`config.mk`:
```
export PLATFORM = sky130hd
export DESIGN_NAME = circular_overwrite_stack
export DESIGN_NICKNAME = d
export VERILOG_FILES = /design/src/cos_pkg.sv /design/src/cos_ram.sv /design/src/cos_ptr.sv /design/src/circular_overwrite_stack.sv
export SDC_FILE = /design/constraint.sdc
export NUM_CORES = 1
export LEC_CHECK = 0
export ABC_AREA = 1
export BUFFER_PORTS_ARGS = -buffer_cell sky130_fd_sc_hd__buf_2
export CAP_MARGIN = 10
export CORE_AREA = 3 3 179 251
export DETAILED_ROUTE_END_ITERATION = 16
export DIE_AREA = 0 0 182 254
export GPL_ROUTABILITY_DRIVEN = 0
export PLACE_DENSITY = 0.73
export SLEW_MARGIN = 20
export SYNTH_ARGS = -nofsm -noshare
export SYNTH_HDL_FRONTEND = slang
export SYNTH_SLANG_ARGS = --single-unit
```
`constraint.sdc`:
```
create_clock -name clk -period 4.3 [get_ports clk]
set_input_delay 0.43 -clock clk [delete_from_list [all_inputs] [get_ports clk]]
set_output_delay 0.43 -clock clk [all_outputs]
set_load 0.03 [all_outputs]
```
`src/cos_pkg.sv`:
```
package cos_pkg;

	// Fixed field widths of the item and result ports
	localparam int FUNC_W  = 1;
	localparam int VALUE_W = 32;
	localparam int COUNT_W = 5;

	// Operation codes carried by func
	localparam logic [FUNC_W-1:0] FUNC_PUSH = 1'b0;
	localparam logic [FUNC_W-1:0] FUNC_POP  = 1'b1;

	// Command from the sequencer to the pointer unit
	typedef struct packed {
		logic push;
		logic pop;
	} ptr_cmd_t;

	// Status of the pointer unit towards the sequencer
	typedef struct packed {
		logic empty;
		logic full;
	} ptr_flags_t;

endpackage

```
`src/cos_ram.sv`:
```
module cos_ram #(
	parameter int WIDTH = 32,
	parameter int DEPTH = 16
) (
	input  logic                     clk,
	input  logic                     we,
	input  logic [$clog2(DEPTH)-1:0] waddr,
	input  logic [WIDTH-1:0]         wdata,
	input  logic                     re,
	input  logic [$clog2(DEPTH)-1:0] raddr,
	output logic [WIDTH-1:0]         rdata
);

	logic [WIDTH-1:0] mem_q [DEPTH];
	logic [WIDTH-1:0] rdata_q;

	// Write port and registered read port
	always_ff @(posedge clk) begin
		if (we) begin
			mem_q[waddr] <= wdata;
		end
		if (re) begin
			rdata_q <= mem_q[raddr];
		end
	end

	assign rdata = rdata_q;

endmodule

```
`src/cos_ptr.sv`:
```
module cos_ptr
	import cos_pkg::*;
#(
	parameter int DEPTH = 16
) (
	input  logic                       clk,
	input  logic                       arst_n,
	input  ptr_cmd_t                   cmd,
	output logic [$clog2(DEPTH)-1:0]   top_idx,
	output logic [$clog2(DEPTH)-1:0]   push_idx,
	output logic [$clog2(DEPTH+1)-1:0] held,
	output ptr_flags_t                 flags
);

	localparam int IDX_W = $clog2(DEPTH);
	localparam int CNT_W = $clog2(DEPTH + 1);
	localparam logic [IDX_W-1:0] IDX_LAST = IDX_W'(DEPTH - 1);
	localparam logic [CNT_W-1:0] CNT_FULL = CNT_W'(DEPTH);

	logic [IDX_W-1:0] top_q;
	logic [CNT_W-1:0] held_q;
	logic [IDX_W-1:0] idx_up;
	logic [IDX_W-1:0] idx_down;

	// Wrap the circular index in both directions
	assign idx_up   = (top_q == IDX_LAST) ? '0 : top_q + 1'b1;
	assign idx_down = (top_q == '0) ? IDX_LAST : top_q - 1'b1;

	assign flags.empty = (held_q == '0);
	assign flags.full  = (held_q == CNT_FULL);

	// Advance on push, step back on pop; the count saturates when full
	always_ff @(posedge clk or negedge arst_n) begin
		if (!arst_n) begin
			top_q  <= IDX_LAST;
			held_q <= '0;
		end else if (cmd.push) begin
			top_q <= idx_up;
			if (!flags.full) begin
				held_q <= held_q + 1'b1;
			end
		end else if (cmd.pop && !flags.empty) begin
			top_q  <= idx_down;
			held_q <= held_q - 1'b1;
		end
	end

	assign top_idx  = top_q;
	assign push_idx = idx_up;
	assign held     = held_q;

	a_count_bounded: assert property (@(posedge clk) disable iff (!arst_n)
		held_q <= CNT_FULL)
		else $error("entry count above depth");

	a_full_push_holds: assert property (@(posedge clk) disable iff (!arst_n)
		cmd.push && flags.full |=> held_q == CNT_FULL)
		else $error("push on full stack changed the count");

	a_pop_unwinds: assert property (@(posedge clk) disable iff (!arst_n)
		cmd.pop && !flags.empty && !cmd.push |=>
			held_q == $past(held_q) - 1'b1 && top_q == $past(idx_down))
		else $error("pop did not step back index and count");

endmodule

```
`src/circular_overwrite_stack.sv`:
```
// Channel   Valid          Ready          Payload
// item      item_valid     item_ready     func, push_value
// result    result_valid   result_ready   popped_value, pop_valid, overwrote_oldest,
//                                          entry_count
//
// A push, or a pop on an empty stack, has its result registered at the accepting edge.
// A pop that finds an entry passes through ST_READ: the entry memory registers the
// read data, and the result register then takes it. One item is in flight at a time.
// Reset puts the index on the last entry and clears the count at once; the entry
// memory is not cleared.
// A result waiting in the output register does not block the next item if it is
// taken in the same cycle.
module circular_overwrite_stack
	import cos_pkg::*;
#(
	parameter int DEPTH      = 16,
	parameter int DATA_WIDTH = 32
) (
	input  logic                      clk,
	input  logic                      arst_n,
	input  logic                      item_valid,
	output logic                      item_ready,
	input  logic [FUNC_W-1:0]         func,
	input  logic signed [VALUE_W-1:0] push_value,
	output logic                      result_valid,
	input  logic                      result_ready,
	output logic signed [VALUE_W-1:0] popped_value,
	output logic                      pop_valid,
	output logic                      overwrote_oldest,
	output logic [COUNT_W-1:0]        entry_count
);

	localparam int IDX_W = $clog2(DEPTH);
	localparam int CNT_W = $clog2(DEPTH + 1);

	typedef enum logic {
		ST_IDLE,
		ST_READ
	} state_t;

	state_t            state_q;
	logic              out_valid_q;
	logic [VALUE_W-1:0] popped_q;
	logic              pop_valid_q;
	logic              overwrote_q;
	logic [CNT_W-1:0]  count_q;

	logic              accept;
	logic              is_push;
	ptr_cmd_t          cmd;
	ptr_flags_t        flags;
	logic [IDX_W-1:0]  top_idx;
	logic [IDX_W-1:0]  push_idx;
	logic [CNT_W-1:0]  held;
	logic [DATA_WIDTH-1:0] rd_data;
	logic [DATA_WIDTH-1:0] wr_data;

	// Take an item when idle and the output register is free or draining
	assign item_ready = (state_q == ST_IDLE) && (!out_valid_q || result_ready);
	assign accept     = item_valid && item_ready;
	assign is_push    = (func == FUNC_PUSH);
	assign cmd.push   = accept && is_push;
	assign cmd.pop    = accept && (func == FUNC_POP);
	assign wr_data    = DATA_WIDTH'($unsigned(push_value));

	cos_ptr #(
		.DEPTH(DEPTH)
	) u_ptr (
		.clk     (clk),
		.arst_n  (arst_n),
		.cmd     (cmd),
		.top_idx (top_idx),
		.push_idx(push_idx),
		.held    (held),
		.flags   (flags)
	);

	cos_ram #(
		.WIDTH(DATA_WIDTH),
		.DEPTH(DEPTH)
	) u_ram (
		.clk  (clk),
		.we   (cmd.push),
		.waddr(push_idx),
		.wdata(wr_data),
		.re   (cmd.pop && !flags.empty),
		.raddr(top_idx),
		.rdata(rd_data)
	);

	// Sequence items and hold the result register
	always_ff @(posedge clk or negedge arst_n) begin
		if (!arst_n) begin
			state_q     <= ST_IDLE;
			out_valid_q <= 1'b0;
			popped_q    <= '0;
			pop_valid_q <= 1'b0;
			overwrote_q <= 1'b0;
			count_q     <= '0;
		end else begin
			if (out_valid_q && result_ready) begin
				out_valid_q <= 1'b0;
			end
			case (state_q)
				ST_IDLE: begin
					if (accept) begin
						if (is_push) begin
							out_valid_q <= 1'b1;
							popped_q    <= '0;
							pop_valid_q <= 1'b0;
							overwrote_q <= flags.full;
							count_q     <= flags.full ? held : held + 1'b1;
						end else if (flags.empty) begin
							out_valid_q <= 1'b1;
							popped_q    <= '0;
							pop_valid_q <= 1'b0;
							overwrote_q <= 1'b0;
							count_q     <= '0;
						end else begin
							state_q <= ST_READ;
						end
					end
				end
				ST_READ: begin
					// Read data is back; the pointer unit already holds the new count
					out_valid_q <= 1'b1;
					popped_q    <= VALUE_W'(rd_data);
					pop_valid_q <= 1'b1;
					overwrote_q <= 1'b0;
					count_q     <= held;
					state_q     <= ST_IDLE;
				end
				default: begin
					state_q <= ST_IDLE;
				end
			endcase
		end
	end

	assign result_valid     = out_valid_q;
	assign popped_value     = popped_q;
	assign pop_valid        = pop_valid_q;
	assign overwrote_oldest = overwrote_q;
	assign entry_count      = COUNT_W'(count_q);

	a_flags_exclusive: assert property (@(posedge clk) disable iff (!arst_n)
		out_valid_q |-> !(pop_valid_q && overwrote_q))
		else $error("result flags pop and overwrite both set");

	a_read_completes: assert property (@(posedge clk) disable iff (!arst_n)
		state_q == ST_READ |=> out_valid_q && pop_valid_q && state_q == ST_IDLE)
		else $error("memory read did not produce a result");

	a_out_free_on_read: assert property (@(posedge clk) disable iff (!arst_n)
		state_q == ST_READ |-> !out_valid_q)
		else $error("pending result would be overwritten by read data");

endmodule

```
==> impl_metrics.csv, run 1 <==
group,metric,value,unit
run_status,status,"complete, no violations",
clock_network,cts.htree.levels,2,
timing,fin_worst_skew,0.0137,ns
floorplan,initial_utilization,54.5,%
layout,num-fill-cells,3271,
clock_network,numCtsBuffers,52,
worst_setup_path,rr_startpoint,"u_ptr.top_idx[0]$_DFFE_PN1P_",
yosys,ys_seq_elements,594,
worst_setup_path,crit_path_end_kind,"flip-flop",
worst_setup_path,worstPathCellList,"ha_1 -> xor2_1 -> nand2_1 -> nor2_4 -> buf_12",
worst_setup_path,startpoint,"u_ptr.top_idx[0]$_DFFE_PN1P_",
power,p_total,16800,uW
detailed_routing,firstDrtPassIters,7,
clock_network,cts_resized,0,
detailed_routing,routed-wl-met3,4020,um
global_route,grtUsageTotal,23.3,%
power,vdd_drop_max,0.423,mV
worst_setup_path,crit_family,"flip-flops",
detailed_routing,ant_nets,0,
timing,worst_pin_slew,1.15,ns
power,p_switching,5940,uW
placed_design,io_buffers,77,
worst_setup_path,path_buf_inv,1,
global_route,grt_pass1_wl,82700,um
layout,final_core_util,61.3,%
yosys,synth_edf_count,544,
yosys,synth_seq_area_share,75.0,%
detailed_routing,drc,0,
floorplan,dieArea,46200,um2
layout,num_antenna_cells,0,
power,combPwrFrac,29.6,%
clock_network,cts.sinks,594,
power,power_density,639,nW/um2
flow_run,max_cap_violations,0,
worst_setup_path,cpPeakStageDelay,0.89,ns
floorplan,coreArea,43000,um2
clock_network,tritoncts,"done",
yosys,yosysUniqueCellTypes,28,
clock_network,cts_setup_buffers,0,
detailed_routing,wl_met2,27200,um
layout,nets,2063,
yosys,synth_cells,1954,
timing,post-route-period-util,68.0,%
timing,rsz0062_at_grt,"false",
detailed_routing,met1Wirelength,21700,um
timing,max_freq,342,MHz
detailed_routing,vias,14900,
power,switching_share,35.3,%
worst_setup_path,arrival,3.19,ns
yosys,syn-cell-area,23400,um2
yosys,async_flop_share,8.42,%
layout,final_common_cell,"nand2_1",
detailed_routing,drt-total-wl,54600,um
detailed_routing,topRoutingLayerUsed,"met5",
detailed_routing,routedWlPerCell,20.9,um
worst_setup_path,cpMaxStageDelayCell,"dfstp_4",
worst_setup_path,cp-start-kind,"flip-flop",
timing,setup_tns,0,ns
worst_setup_path,cp_max_fo,40,
yosys,yosys_warnings,0,
worst_hold_path,hold_class,"in2reg",
power,clkPwrFrac,27.4,%
placed_design,dp_hpwl,29300,um
power,p_int,10900,uW
detailed_routing,drt_iter0_markers,1429,
yosys,avgSynthCellArea,12.0,um2
floorplan,die_width,182,um
timing,relSlewSlack,23.2,%
timing,setup_ws,1.37,ns
detailed_routing,via_per_inst,5.69,
clock_network,clock-root-buffer,"clkbuf_16",
timing,setup_viol,0,
worst_hold_path,worstHoldStart,"push_value[29]",
floorplan,die_h,254,um
yosys,synthFlopType,"edfxtp_1",
yosys,syn_nets,1999,
timing,drv_slew,0,
power,seq_power_share,43.0,%
layout,area_growth,12.4,%
placed_design,dp_slack,1.36,ns
global_route,grt_overflow_total,0,
layout,drive_gt1_share,10.8,%
layout,layout_common_cells,"nand2_1, edfxtp_1, nand3_1, buf_2, nand4_1",
global_route,antenna_found_initial,3,
power,leakagePower,0.00994,uW
floorplan,rows,90,
global_route,grt_start_max_net_pins,194,
global_route,grt_pass1_vias,14400,
worst_setup_path,crit_type,"reg2reg",
floorplan,io-pin-count,78,
timing,period_needed,2.93,ns
clock_network,clock_path_buffers,3,
timing,hold_viol,0,
worst_setup_path,crit_required,4.57,ns
clock_network,clock_latency,0.58,ns
clock_network,clkTransAtPathRegs,0.07,ns
-- final timing paths --
| path | endpoint | slack, ns | cells after the start |
|---|---|---|---|
| worst min-delay path | u_ram.mem_q[5][29]$_DFFE_PP_ | 0.22 | 1 |
| max in group asynchronous | popped_value[22]$_DFFE_PN0P_ | 2.90 | 3 |
| worst max register to register | u_ram.mem_q[4][8]$_DFFE_PP_ | 1.37 | 5 |
| worst max-delay path | u_ram.mem_q[4][8]$_DFFE_PP_ | 1.37 | 5 |
| worst min register to register | popped_value[8]$_DFFE_PN0P_ | 0.45 | 2 |
| min in group asynchronous | popped_value[2]$_DFFE_PN0P_ | 0.49 | 2 |
-- routing by layer --
| metal | vias to the layer above | track usage (%) |
|---|---|---|
| li1 | 6860 | - |
| met5 | - | 0 |
| met3 | 126 | 3.19 |
| met1 | 7202 | 31.5 |
| met2 | 688 | 39.1 |
| met4 | 6 | 8.54 |
-- repair_timing --
action,4_1_cts,5_1_grt
hold buffers,1,0
hold endpoints to repair,21,0
setup endpoints to repair,0,0
-- cell usage after synthesis (8+ instances only) --
library cell    n  share of area (%)
edfxtp_1      544                 70
clkbuf_1       32               0.51
nand2_1       773                 12
clkinv_1       11               0.18
buf_1          10               0.16
nand3_1       277                5.9
nor2_1         26               0.42
inv_1          65                1.0
ha_1            8               0.43
dfrtp_1        46                4.9
buf_2          55                1.2
nand4_1        67                1.8
inv_2           9               0.14
-- stage by stage --
| step | hold WS, ns | area (um2) | cells |
|---|---|---|---|
| after floorplan | 0.134 | 23400 | 1954 |
| after global placement | 0.431 | 24700 | 2515 |
| final | 0.222 | 26400 | 2614 |
| after CTS | 0.201 | 26300 | 2614 |
| after global routing | 0.224 | 26400 | 2614 |
| after detailed placement | 0.435 | 24700 | 2515 |
-- cell type report --
type	instances	area, um2	area share [%]
clock buffer	70	1410	5.35
clock inverter	28	269	1.02
inverter	86	330	1.25
multi-input combinational	1172	5190	19.7
sequential	594	17600	66.8
tap	552	691	2.62
timing repair buffer	112	871	3.30
-- power by group through the flow --
stage | clock network [uW] | logic [uW] | registers [uW]
3_3_place_gp | 0 | 4880 | 7340
3_5_place_dp | 0 | 4970 | 7360
2_1_floorplan | 0 | 3100 | 7610
5_1_grt | 4870 | 5540 | 7300
6_report | 4610 | 4980 | 7240
4_1_cts | 4660 | 5000 | 7240
-- registers in the layout, indices dropped and copies added (netlist names) --
name	count
popped_value	32
u_ram.rdata	32
overwrote_oldest	1
state_q	1
u_ptr.top_idx	4
pop_valid	1
u_ptr.held	5
entry_count	5
result_valid	1
u_ram.mem_q	512
-- logic make-up after synthesis --
| logic type | after synthesis | synth area share (%) |
|---|---|---|
| adder cells (fa/ha/maj) | 8 | 0.427 |
| AO/OA/AOI/OAI | 13 | 0.310 |
| AND/OR/NAND/NOR | 1148 | 20.7 |
| flip-flops | 594 | 75.0 |
| XOR/XNOR | 3 | 0.112 |
| buffers and inverters | 188 | 3.43 |
-- worst register-to-register path: stages (launching register included) --
cell and delay, ns:
dfstp_4 0.89, ha_1 0.28, xor2_1 0.31, nand2_1 0.32, nor2_4 0.54, buf_12 0.28
No activity file was read; power rests on OpenSTA's default activity.
==> inputs of run 2 (changes only) <==
--- a/config.mk
+++ b/config.mk
@@ -12,7 +12,7 @@
 export DETAILED_ROUTE_END_ITERATION = 16
 export DIE_AREA = 0 0 182 254
 export GPL_ROUTABILITY_DRIVEN = 0
-export PLACE_DENSITY = 0.73
+export PLACE_DENSITY = 0.76
 export SLEW_MARGIN = 20
 export SYNTH_ARGS = -nofsm -noshare
 export SYNTH_HDL_FRONTEND = slang
==> constraint.sdc (replaced) <==
create_clock -name clk -period 2.6 [get_ports clk]
set_input_delay 0.26 -clock clk [delete_from_list [all_inputs] [get_ports clk]]
set_output_delay 0.26 -clock clk [all_outputs]
set_load 0.03 [all_outputs]
==> run 2 against run 1 <==
Utilization up 0.74 points. Critical path type unchanged. Largest cell class unchanged. Worst setup slack worse by 1.2 ns. Clock power up 68%. Sequential power up 64%. Register-to-register slack worse by 1.2 ns. Sequential cell count unchanged. Largest power group unchanged. Cell count up 1.1%.
==> impl_metrics.csv, run 2 (synthesis gave the netlist of run 1 again) <==
group,metric,value,unit
detailed_routing,drt_iter0_markers,1828,
power,vdd_drop_max,1.12,mV
global_route,antenna_found_initial,2,
run_status,status,"complete, no violations",
floorplan,rows,90,
worst_hold_path,hold_path_end,"u_ram.mem_q[5][10]$_DFFE_PP_",
placed_design,io_buffers,77,
worst_setup_path,cp_max_fo,13,
global_route,grt_overflow_total,0,
layout,area_growth,13.8,%
power,leakagePower,0.0101,uW
layout,largest_register,"u_ram.mem_q",
timing,setup_viol,0,
placed_design,dp_hpwl,32400,um
layout,drive_gt1_share,12.6,%
floorplan,dieArea,46200,um2
floorplan,io-pin-count,78,
timing,drv_slew,0,
clock_network,numCtsBuffers,52,
flow_run,max_cap_violations,0,
worst_setup_path,timing.rr.end,"u_ram.mem_q[14][20]$_DFFE_PP_",
floorplan,coreArea,43000,um2
worst_setup_path,arrival,2.73,ns
power,power_density,1070,nW/um2
detailed_routing,firstDrtPassIters,6,
detailed_routing,ant_nets,0,
timing,whs,0.0542,ns
worst_setup_path,r2r_cells,8,
global_route,grt_pass1_vias,15000,
worst_hold_path,hold_class,"in2reg",
detailed_routing,drt-total-wl,55800,um
timing,period_needed,2.47,ns
worst_setup_path,crit_required,2.86,ns
floorplan,initial_utilization,54.5,%
timing,relSlewSlack,39.6,%
global_route,grt_pass1_wl,84700,um
clock_network,clock-root-buffer,"clkbuf_16",
worst_hold_path,worstHoldStart,"push_value[10]",
clock_network,cts.htree.levels,2,
layout,num_antenna_cells,0,
detailed_routing,via_per_inst,5.75,
layout,final_common_cell,"nand2_1",
layout,nets,2094,
clock_network,clkTransAtPathRegs,0.07,ns
timing,fin_worst_skew,0.0231,ns
worst_setup_path,reg2reg_setup_slack,0.13,ns
layout,final_core_util,62.0,%
detailed_routing,vias,15200,
worst_setup_path,rr_startpoint,"u_ptr.top_idx[0]$_DFFE_PN1P_",
worst_hold_path,whs_path_depth,1,
timing,setup_tns,0,ns
global_route,grt_start_max_net_pins,135,
floorplan,die_h,254,um
global_route,grtUsageTotal,23.8,%
placed_design,place_area,24900,um2
layout,largest_register_ffs,512,
layout,num-fill-cells,3147,
clock_network,cts.sinks,594,
clock_network,clock_path_buffers,3,
clock_network,clock_latency,0.59,ns
worst_setup_path,crit_type,"reg2reg",
timing,rsz0062_at_grt,"false",
timing,hold_viol,0,
layout,final_area,26700,um2
timing,max_freq,405,MHz
worst_setup_path,cp-start-kind,"flip-flop",
clock_network,tritoncts,"done",
floorplan,die_width,182,um
worst_setup_path,crit_path_end_kind,"flip-flop",
timing,worst_pin_slew,0.906,ns
detailed_routing,routedWlPerCell,21.1,um
detailed_routing,drc,0,
clock_network,cts_setup_buffers,0,
layout,layout_common_cells,"nand2_1, edfxtp_1, nand3_1, buf_2, nand4_1",
timing,post-route-period-util,95.1,%
==> run 2: cell types whose count changed in the layout (fill, tap and decap cells not counted), moves of 2 or more <==
cell | before | now
buf_16 | 0 | 2
clkbuf_8 | 2 | 4
buf_4 | 15 | 46
clkinvlp_4 | 0 | 5
clkinv_4 | 1 | 4
clkinv_2 | 10 | 8
clkbuf_1 | 15 | 8
==> run 2: final cells by class <==
type / count / area (um2) / area share [%]
clock buffer: 65 / 1410 / 5.29
clock inverter: 32 / 310 / 1.16
inverter: 86 / 330 / 1.24
multi-input combinational: 1172 / 5200 / 19.5
sequential: 594 / 17600 / 66.0
tap: 552 / 691 / 2.59
timing repair buffer: 143 / 1130 / 4.23
==> run 2: how the worst max path moves through the flow <==
stage / from / end / slack [ns] / depth (start not counted)
floorplan: u_ptr.top_idx[2]$_DFFE_PN1P_ / u_ram.mem_q[4][0]$_DFFE_PP_ / -0.44 / 8
global route: u_ptr.top_idx[0]$_DFFE_PN1P_ / u_ram.mem_q[14][22]$_DFFE_PP_ / 0.06 / 8
detailed placement: u_ptr.top_idx[0]$_DFFE_PN1P_ / u_ram.mem_q[2][23]$_DFFE_PP_ / -0.006 / 6
global placement: u_ptr.top_idx[0]$_DFFE_PN1P_ / u_ram.mem_q[3][25]$_DFFE_PP_ / 0.03 / 6
finish: u_ptr.top_idx[0]$_DFFE_PN1P_ / u_ram.mem_q[14][20]$_DFFE_PP_ / 0.13 / 8
CTS: u_ptr.top_idx[0]$_DFFE_PN1P_ / u_ram.mem_q[2][17]$_DFFE_PP_ / 0.01 / 6
==> run 2: metal layers <==
layer / wire length, um / track usage, % / part of all wire (%) / up-vias
met5: 12 / 0 / 0.022 / -
met4: 1780 / 9.34 / 3.2 / 2
met3: 4660 / 3.32 / 8.4 / 138
met2: 28200 / 40.4 / 51 / 805
met1: 21100 / 31.3 / 38 / 7326
li1: - / - / - / 6928
==> run 2: power breakdown <==
group | switching, uW | total [uW] | leakage, uW | internal, uW
registers | 379 | 11900 | 0.00554 | 11500
logic | 6560 | 8980 | 0.00373 | 2420
clock network | 3390 | 7750 | 0.000832 | 4370
total | 10300 | 28600 | 0.0101 | 18300
==> run 2: metrics by stage <==
step	total power (uW)	worst slack [ns]	instances
finish	28600	0.128	2644
CTS	28700	0.0149	2642
global route	30000	0.0633	2644
global placement	20600	0.0291	2542
floorplan	17700	-0.437	1954
detailed placement	20900	-0.00559	2544
==> run 2: critical path: stages (launching register included) <==
cell	delay (ns)
dfstp_4	0.64
buf_6	0.16
inv_6	0.06
o21ai_1	0.15
nand2_1	0.11
nor2_1	0.20
nand2_1	0.28
nor2_4	0.24
buf_4	0.28
==> run 2: timing repair <==
action / CTS / global route
gates resized for setup: 4 / 0
hold buffers: 1 / 0
endpoints found under the setup margin: 64 / 0
endpoints found under the hold margin: 16 / 0
